`src/design/susi_pkg.sv`:
```
`default_nettype none
// ----------------------------------------------------------------------------
// susi_pkg
// Shared types and constants for the sorted unique identifier set.
// ----------------------------------------------------------------------------
package susi_pkg;

  localparam int ID_W         = 32;
  localparam int CNT_OUT_W    = 7;
  localparam int DEF_CAPACITY = 64;

  localparam logic OP_QUERY  = 1'b0;
  localparam logic OP_INSERT = 1'b1;

  typedef struct packed {
    logic            op;
    logic [ID_W-1:0] ident;
  } susi_in_t;

  typedef struct packed {
    logic                 present;
    logic                 inserted;
    logic                 full_res;
    logic [CNT_OUT_W-1:0] count;
  } susi_out_t;

  // what one cell hands to its upper neighbor
  typedef struct packed {
    logic            gt;
    logic [ID_W-1:0] entry;
  } susi_link_t;

  localparam susi_link_t LINK_NONE = '{gt: 1'b0, entry: '0};

endpackage
`default_nettype wire

```
`src/design/susi_cell.sv`:
```
`default_nettype none
// ----------------------------------------------------------------------------
// susi_cell
// One slot of the sorted set: compares its entry with the broadcast key and,
// on an insert, loads either the key or its lower neighbor's entry.
// ----------------------------------------------------------------------------
module susi_cell #(
  parameter int IDX = 0,
  parameter int CW  = 7
) (
  input  wire logic                     clk,
  input  wire logic [susi_pkg::ID_W-1:0] key,
  input  wire logic [CW-1:0]            count,
  input  wire logic                     ins_en,
  input  wire susi_pkg::susi_link_t     link_in,
  output susi_pkg::susi_link_t          link_out,
  output logic                          eq
);
  import susi_pkg::*;

  logic [ID_W-1:0] entry_r;
  logic [ID_W-1:0] entry_nxt;
  logic            valid;
  logic            gt;
  logic            load;

  assign valid = (count > CW'(IDX));
  assign gt    = valid && (entry_r > key);
  assign eq    = valid && (entry_r == key);
  // slots above the insertion point shift up; the first slot not below key takes key
  assign load  = ins_en && (gt || !valid);

  always_comb begin
    entry_nxt = entry_r;
    if (load) begin
      entry_nxt = link_in.gt ? link_in.entry : key;
    end
  end

  always_ff @(posedge clk) begin
    entry_r <= entry_nxt;
  end

  assign link_out.gt    = gt;
  assign link_out.entry = entry_r;

endmodule
`default_nettype wire

```
`config.mk`:
```
export PLATFORM = sky130hd
export DESIGN_NAME = susi_cell
export DESIGN_NICKNAME = d
export VERILOG_FILES = /design/src/design/susi_pkg.sv /design/src/design/susi_cell.sv
export SDC_FILE = /design/constraint.sdc
export NUM_CORES = 1
export LEC_CHECK = 0
export BUFFER_PORTS_ARGS = -buffer_cell sky130_fd_sc_hd__buf_2
export CAP_MARGIN = 20
export CORE_MARGIN = 2
export CORE_UTILIZATION = 45
export CTS_CLUSTER_SIZE = 10
export DETAILED_ROUTE_END_ITERATION = 10
export PLACE_DENSITY = 0.81
export SLEW_MARGIN = 20
export SYNTH_ARGS = -nofsm -noshare
export SYNTH_HDL_FRONTEND = slang
export SYNTH_SLANG_ARGS = --single-unit
```
`constraint.sdc`:
```
create_clock -name clk -period 4.1 [get_ports clk]
set_input_delay 0.41 -clock clk [delete_from_list [all_inputs] [get_ports clk]]
set_output_delay 0.41 -clock clk [all_outputs]
set_load 0.01 [all_outputs]
```
==> run metrics, run 1 <==
Yosys reg bits=32; Final TNS setup=0 ns; CTS tree=built; crit start category=flop; met3 wire length=319 um; Routed wire per std cell=14.3 um; Routed Antenna Nets=0; total gr overflow=0; core area=0.00469 mm^2; Yosys cell types=36; Worst slew margin=0.371; Syn-to-layout area delta=30.8%; post-layout util=0.606; fraction of layout cells with a size suffix above 1=0.373; Tmin final=2.72 ns; Clock Skew=0.00315 ns; LEAKAGE=1.44 nW; largest reg by FF count=entry_r; hold-fix buffers at CTS=0; Max Slew Vio Count=0; uppermost layer routed=met4; Die Area=0.00540 mm^2; Mapped Cells=221; Worst Tran Pin Value=0.944 ns; Worst EP arrival=2.31 ns; crit end category=primary output; R2R depth=8; count of final setup violators=0; post-CTS setup buffers=0; Starting DRT DRC Count=83; biggest regs=entry_r (32); Final Net Count=435; DRT Pass-1 Iters=4; I/O pin count=108; hold violation total from the final report=0; power per cell area=292 mW/mm^2; max-cap viol count=0; starting density of the core=0.463; post-cts resize count=0; FP Rows=25; Max Fclk=0.368 GHz; htree depth=2; Longest Clk Path Bufs=2; Syn Nets=327; Vias/cell=5.13; Ys Warns=0; Seq. cell area=961 um^2; antenna violations before repair=0; total track usage=0.207; multi-input logic area=0.00106 mm^2; clk root buf=clkbuf_8; maximum fanout along the worst path=3; CTS sink count=32; worst hold path type=input port to flop; Skew-Pair Late Insertion Delay=0.28 ns; IO Port Bufs=107; die width=73.5 um; Layout fillers=397; met2 wire len=2.88 mm; Detailed Route WL=5.48 mm; vias in the first global route=1912; Largest register FFs=32; via count=1968; Die Ht=73.5 um; Peak supply drop=221 uV; final cycle utilization of the critical path=0.663; status=completed; unrepaired setup endpoints after global routing=false; largest net degree at the start of global routing=64; Mapped Area=0.00217 mm^2; CTS buffer count=5; CTS clock-pin slew for the worst setup and hold paths=0.06 ns; register area share after synthesis=0.442; routability cong.=0.866; first-pass GRT wire length=8.38 mm; residual DRC count=0; hold depth=3; Crit Path Class=flop to primary output; dpl hpwl=4.46 mm; syn avg cell area=9.84 um^2; M1 WL=2.19 mm; CP required=3.69 ns; n_diodes=0
## report_power, final
part	internal, mW	leakage (nW)	total (mW)	switching [mW]
clock	0.118	0.0399	0.230	0.112
combinational	0.0886	1.10	0.199	0.110
sequential	0.391	0.300	0.403	0.0124
total	0.597	1.44	0.832	0.235
## cell usage in the layout, fill, tap and decap left out, types with 2 or more instances in the layout
cell      instances
buf_2           107
nand2_1          38
inv_1            33
ha_1             32
edfxtp_1         32
o21ai_0          24
a21oi_1          13
o21ai_1           9
nand4_1           5
clkbuf_8          5
nor2_1            2
clkbuf_1          2
buf_4             2
## synth_stat cells, drive strengths merged
library cell | n | share of area
and3 | 1 | 0.0029
edfxtp | 32 | 0.44
o211ai | 2 | 0.0092
a21o | 1 | 0.0035
nor3 | 1 | 0.0046
buf | 1 | 0.0035
nor4 | 3 | 0.018
a211o | 1 | 0.0040
ha | 32 | 0.18
mux2 | 1 | 0.0052
nand2 | 38 | 0.066
nor3b | 1 | 0.0058
nand4 | 6 | 0.020
nor2b | 2 | 0.0092
o21a | 1 | 0.0035
and4 | 1 | 0.0040
a21oi | 13 | 0.030
o221ai | 1 | 0.0040
a221oi | 1 | 0.0040
a211oi | 2 | 0.0092
a21boi | 1 | 0.0035
nand3 | 1 | 0.0023
o21ai | 33 | 0.076
inv | 33 | 0.057
or4 | 2 | 0.0086
clkbuf | 7 | 0.012
a41o | 1 | 0.0046
nor2 | 2 | 0.0035
## through the flow
step / power (mW) / hold slack, ns / instance area, um^2 / setup slack, ns / cells
2_1_floorplan: 0.520 / 0.597 / 2170 / 0.751 / 221
3_3_place_gp: 0.599 / 0.686 / 2770 / 1.38 / 376
3_5_place_dp: 0.610 / 0.692 / 2770 / 1.34 / 376
4_1_cts: 0.837 / 0.396 / 2850 / 1.32 / 384
5_1_grt: 0.878 / 0.404 / 2850 / 1.14 / 384
6_report: 0.832 / 0.403 / 2850 / 1.38 / 384
## worst max-delay path: stages, from the launching register on
cell and delay, ns:
edfxtp_1 0.42, ha_1 0.34, nand4_1 0.13, nor4_1 0.38, a21boi_0 0.24, a211o_1 0.17, a21oi_1 0.09, nor3_2 0.10
buf_2 0.15
## worst paths after layout
check | startpoint | endpoint | slack [ns]
max | entry_r[11] | link_out[32] | 1.38
min | link_in[22] | entry_r[22] | 0.40
max reg2reg | entry_r[11] | entry_r[27] | 1.51
min reg2reg | entry_r[31] | entry_r[16] | 1.28
## area by class of cell
| class | count | share of cell area |
|---|---|---|
| Inverter | 33 | 0.0435 |
| Sequential cell | 32 | 0.338 |
| Clock buffer | 7 | 0.0268 |
| Timing Repair Buffer | 109 | 0.193 |
| Clock inverter | 1 | 0.00132 |
| Tap cell | 54 | 0.0237 |
| Multi-Input combinational cell | 148 | 0.373 |
## per-layer routing
| layer | global-route usage | up-vias |
|---|---|---|
| li1 | - | 999 |
| met1 | 0.233 | 886 |
| met2 | 0.383 | 72 |
| met3 | 0.0453 | 11 |
| met4 | 0.0687 | 0 |
| met5 | 0 | - |
## logic make-up after synthesis
group	Yosys count	synth area share
adders and majority gates	32	0.184
muxes	1	0.00518
DFF	32	0.442
buffers and inverters	41	0.0725
AOI/OAI and AO/OA	57	0.151
and+or+nand+nor	58	0.145
No activity file was read; power rests on OpenSTA's default activity.
==> run 2: changes to the inputs <==
==> constraint.sdc (replaced) <==
create_clock -name clk -period 2.6 [get_ports clk]
set_input_delay 0.26 -clock clk [delete_from_list [all_inputs] [get_ports clk]]
set_output_delay 0.26 -clock clk [all_outputs]
set_load 0.01 [all_outputs]
==> run 2 against run 1 <==
Power is 72% higher. Worst hold slack worse by 0.14 ns. Count of clock-buffer cells in the layout is 2 lower. Largest power group unchanged. Via count is 2.6% lower. First-iteration DRC count is 7.2% lower. Clock power is 100% higher. Global-route usage is 1.2 points lower.
==> run metrics, run 2 (synthesis gave the netlist of run 1 again) <==
status=completed (unchanged); LEAKAGE=1.46 nW (was 1.44 nW); post-route cell area=0.00299 mm^2 (was 0.00285 mm^2); core area=0.00469 mm^2 (unchanged); starting density of the core=0.463 (unchanged); total gr overflow=0 (unchanged); Detailed Route WL=5.12 mm (was 5.48 mm); Longest Clk Path Bufs=2 (unchanged); Worst Tran Pin Value=0.485 ns (was 0.944 ns); Skew-Pair Late Insertion Delay=0.28 ns (about the same); residual DRC count=0 (unchanged); Worst slew margin=0.677 (was 0.371); FF-to-FF Start=entry_r[10] (was entry_r[11]); crit start category=flop (unchanged); R2R depth=8 (unchanged); CTS buffer count=5 (unchanged); post-CTS setup buffers=0 (unchanged); largest net degree at the start of global routing=35 (was 64); Largest register FFs=32 (unchanged); antenna violations before repair=0 (unchanged); vias in the first global route=1862 (was 1912); count of final setup violators=0 (unchanged); final cycle utilization of the critical path=0.969; CP required=2.34 ns (was 3.69 ns); Worst EP arrival=2.26 ns (was 2.31 ns); most common cell after layout, fill and taps aside=buf_2 (unchanged); I/O pin count=108 (unchanged); maximum fanout along the worst path=2 (was 3); fraction of layout cells with a size suffix above 1=0.405 (was 0.373); DRT Pass-1 Iters=4 (unchanged); total chip power=1.43 mW (was 0.832 mW); unrepaired setup endpoints after global routing=true (was false); hold-fix buffers at CTS=0 (unchanged); crit end category=primary output (unchanged); uppermost layer routed=met4 (unchanged); Placed Area=0.00283 mm^2 (was 0.00277 mm^2); Crit Path Class=flop to primary output (unchanged); Die Area=0.00540 mm^2 (unchanged); Logic pwr share=0.232 (was 0.239); Syn-to-layout area delta=37.6% (was 30.8%); Max Slew Vio Count=0 (unchanged); CP Launch Point=entry_r[10] (was entry_r[11]); Seq. cell area=961 um^2 (unchanged); Routed Antenna Nets=0 (unchanged); multi-input logic area=0.00117 mm^2 (was 0.00106 mm^2); M1 WL=2.24 mm (was 2.19 mm); first-pass GRT wire length=8.16 mm (was 8.38 mm); Final TNS setup=0 ns (unchanged); worst hold path type=input port to flop (unchanged); Seq pwr share=0.446 (was 0.484); r2r endpoint=entry_r[24] (was entry_r[27]); Switching Share=0.265 (was 0.282); die width=73.5 um (unchanged); CTS clock-pin slew for the worst setup and hold paths=0.06 ns (about the same); flop2flop setup slack=0.17 ns (was 1.51 ns); Psw=0.379 mW (was 0.235 mW); Layout fillers=401 (was 397); Clock Skew=0.00510 ns (was 0.00315 ns); met3 wire length=267 um (was 319 um); Setup crit end=link_out[32] (unchanged); Max Fclk=0.397 GHz; power per cell area=477 mW/mm^2 (was 292 mW/mm^2); most frequent cells in the layout=107 x buf_2, 38 x nand2_1, 33 x inv_1 (unchanged); Tmin final=2.52 ns; htree depth=2 (unchanged); total track usage=0.195 (was 0.207); clk root buf=clkbuf_8 (unchanged); FP Rows=25 (unchanged); Clk pwr share=0.322 (was 0.276); Vias/cell=4.98 (was 5.13); via count=1917 (was 1968); hold violation total from the final report=0 (unchanged); Final Net Count=436 (was 435); biggest regs=entry_r (32) (unchanged); n_diodes=0 (unchanged); Starting DRT DRC Count=77 (was 83); CTS tree=built (unchanged); dpl hpwl=4.29 mm (was 4.46 mm); Routed wire per std cell=13.3 um (was 14.3 um); Cell Int Power=1.05 mW (was 0.597 mW); routability cong.=0.792 (was 0.866); max-cap viol count=0 (unchanged); met2 wire len=2.56 mm (was 2.88 mm); CTS sink count=32 (unchanged); largest reg by FF count=entry_r (unchanged); Die Ht=73.5 um (unchanged); IO Port Bufs=107 (unchanged); Peak supply drop=296 uV (was 221 uV)
run 2: changes by cell type in the layout (fill, tap and decap cells not counted), moves of 2 or more:
cell / before / now
clkbuf_1: 2 / 0
ha_4: 0 / 7
ha_1: 32 / 25
buf_6: 0 / 2
run 2: final cells by class:
cell class                 count  share of cell area
clock buffer                   5              0.0230
clock inverter                 3              0.0125
inverter                      33              0.0414
multi-input combinational    148               0.390
sequential                    32               0.321
tap                           54              0.0226
timing repair buffer         110               0.189
run 2: worst min-delay path by stage:
stage	start	slack, ns	end	cells past startpoint
final	link_in[27]	0.26	entry_r[27]	3
after global routing	link_in[7]	0.27	entry_r[7]	3
after floorplan	link_in[30]	0.45	entry_r[30]	2
after CTS	link_in[21]	0.26	entry_r[21]	3
after global placement	link_in[22]	0.54	entry_r[22]	3
after detailed placement	link_in[27]	0.54	entry_r[27]	3
run 2: per-layer routing:
metal	GRT usage	up-vias
met4	0.0545	0
met2	0.333	64
met5	0	-
met3	0.0357	7
met1	0.251	841
li1	-	1005
run 2: critical path: stages, from the launching register on:
cell and delay [ns]:
edfxtp_1 0.44, ha_4 0.29, nand4_1 0.14, nor4_2 0.34, a21boi_2 0.23, a211o_1 0.15
a21oi_1 0.09, nor3_2 0.13, buf_2 0.17
run 2: per-stage QoR:
stage	hold slack [ns]	cells	utilization	worst slack [ns]
after global placement	0.539	377	0.603	-0.0123
after detailed placement	0.544	377	0.603	-0.0528
after floorplan	0.447	221	-	-0.290
after global routing	0.267	385	0.638	-0.0683
final	0.263	385	0.638	0.0808
after CTS	0.256	385	0.628	0.0345
run 2: repair_timing:
item                       4_1_cts  5_1_grt
pin swaps                        1        3
gates cloned                     0        0
gates resized for setup          3        5
setup endpoints to repair       33       33
run 2: power groups by stage:
stage,sequential (mW),clock [mW],combinational [mW]
2_1_floorplan,0.661,0,0.174
3_3_place_gp,0.645,0,0.312
3_5_place_dp,0.647,0,0.323
4_1_cts,0.636,0.466,0.327
5_1_grt,0.641,0.493,0.375
6_report,0.637,0.460,0.331
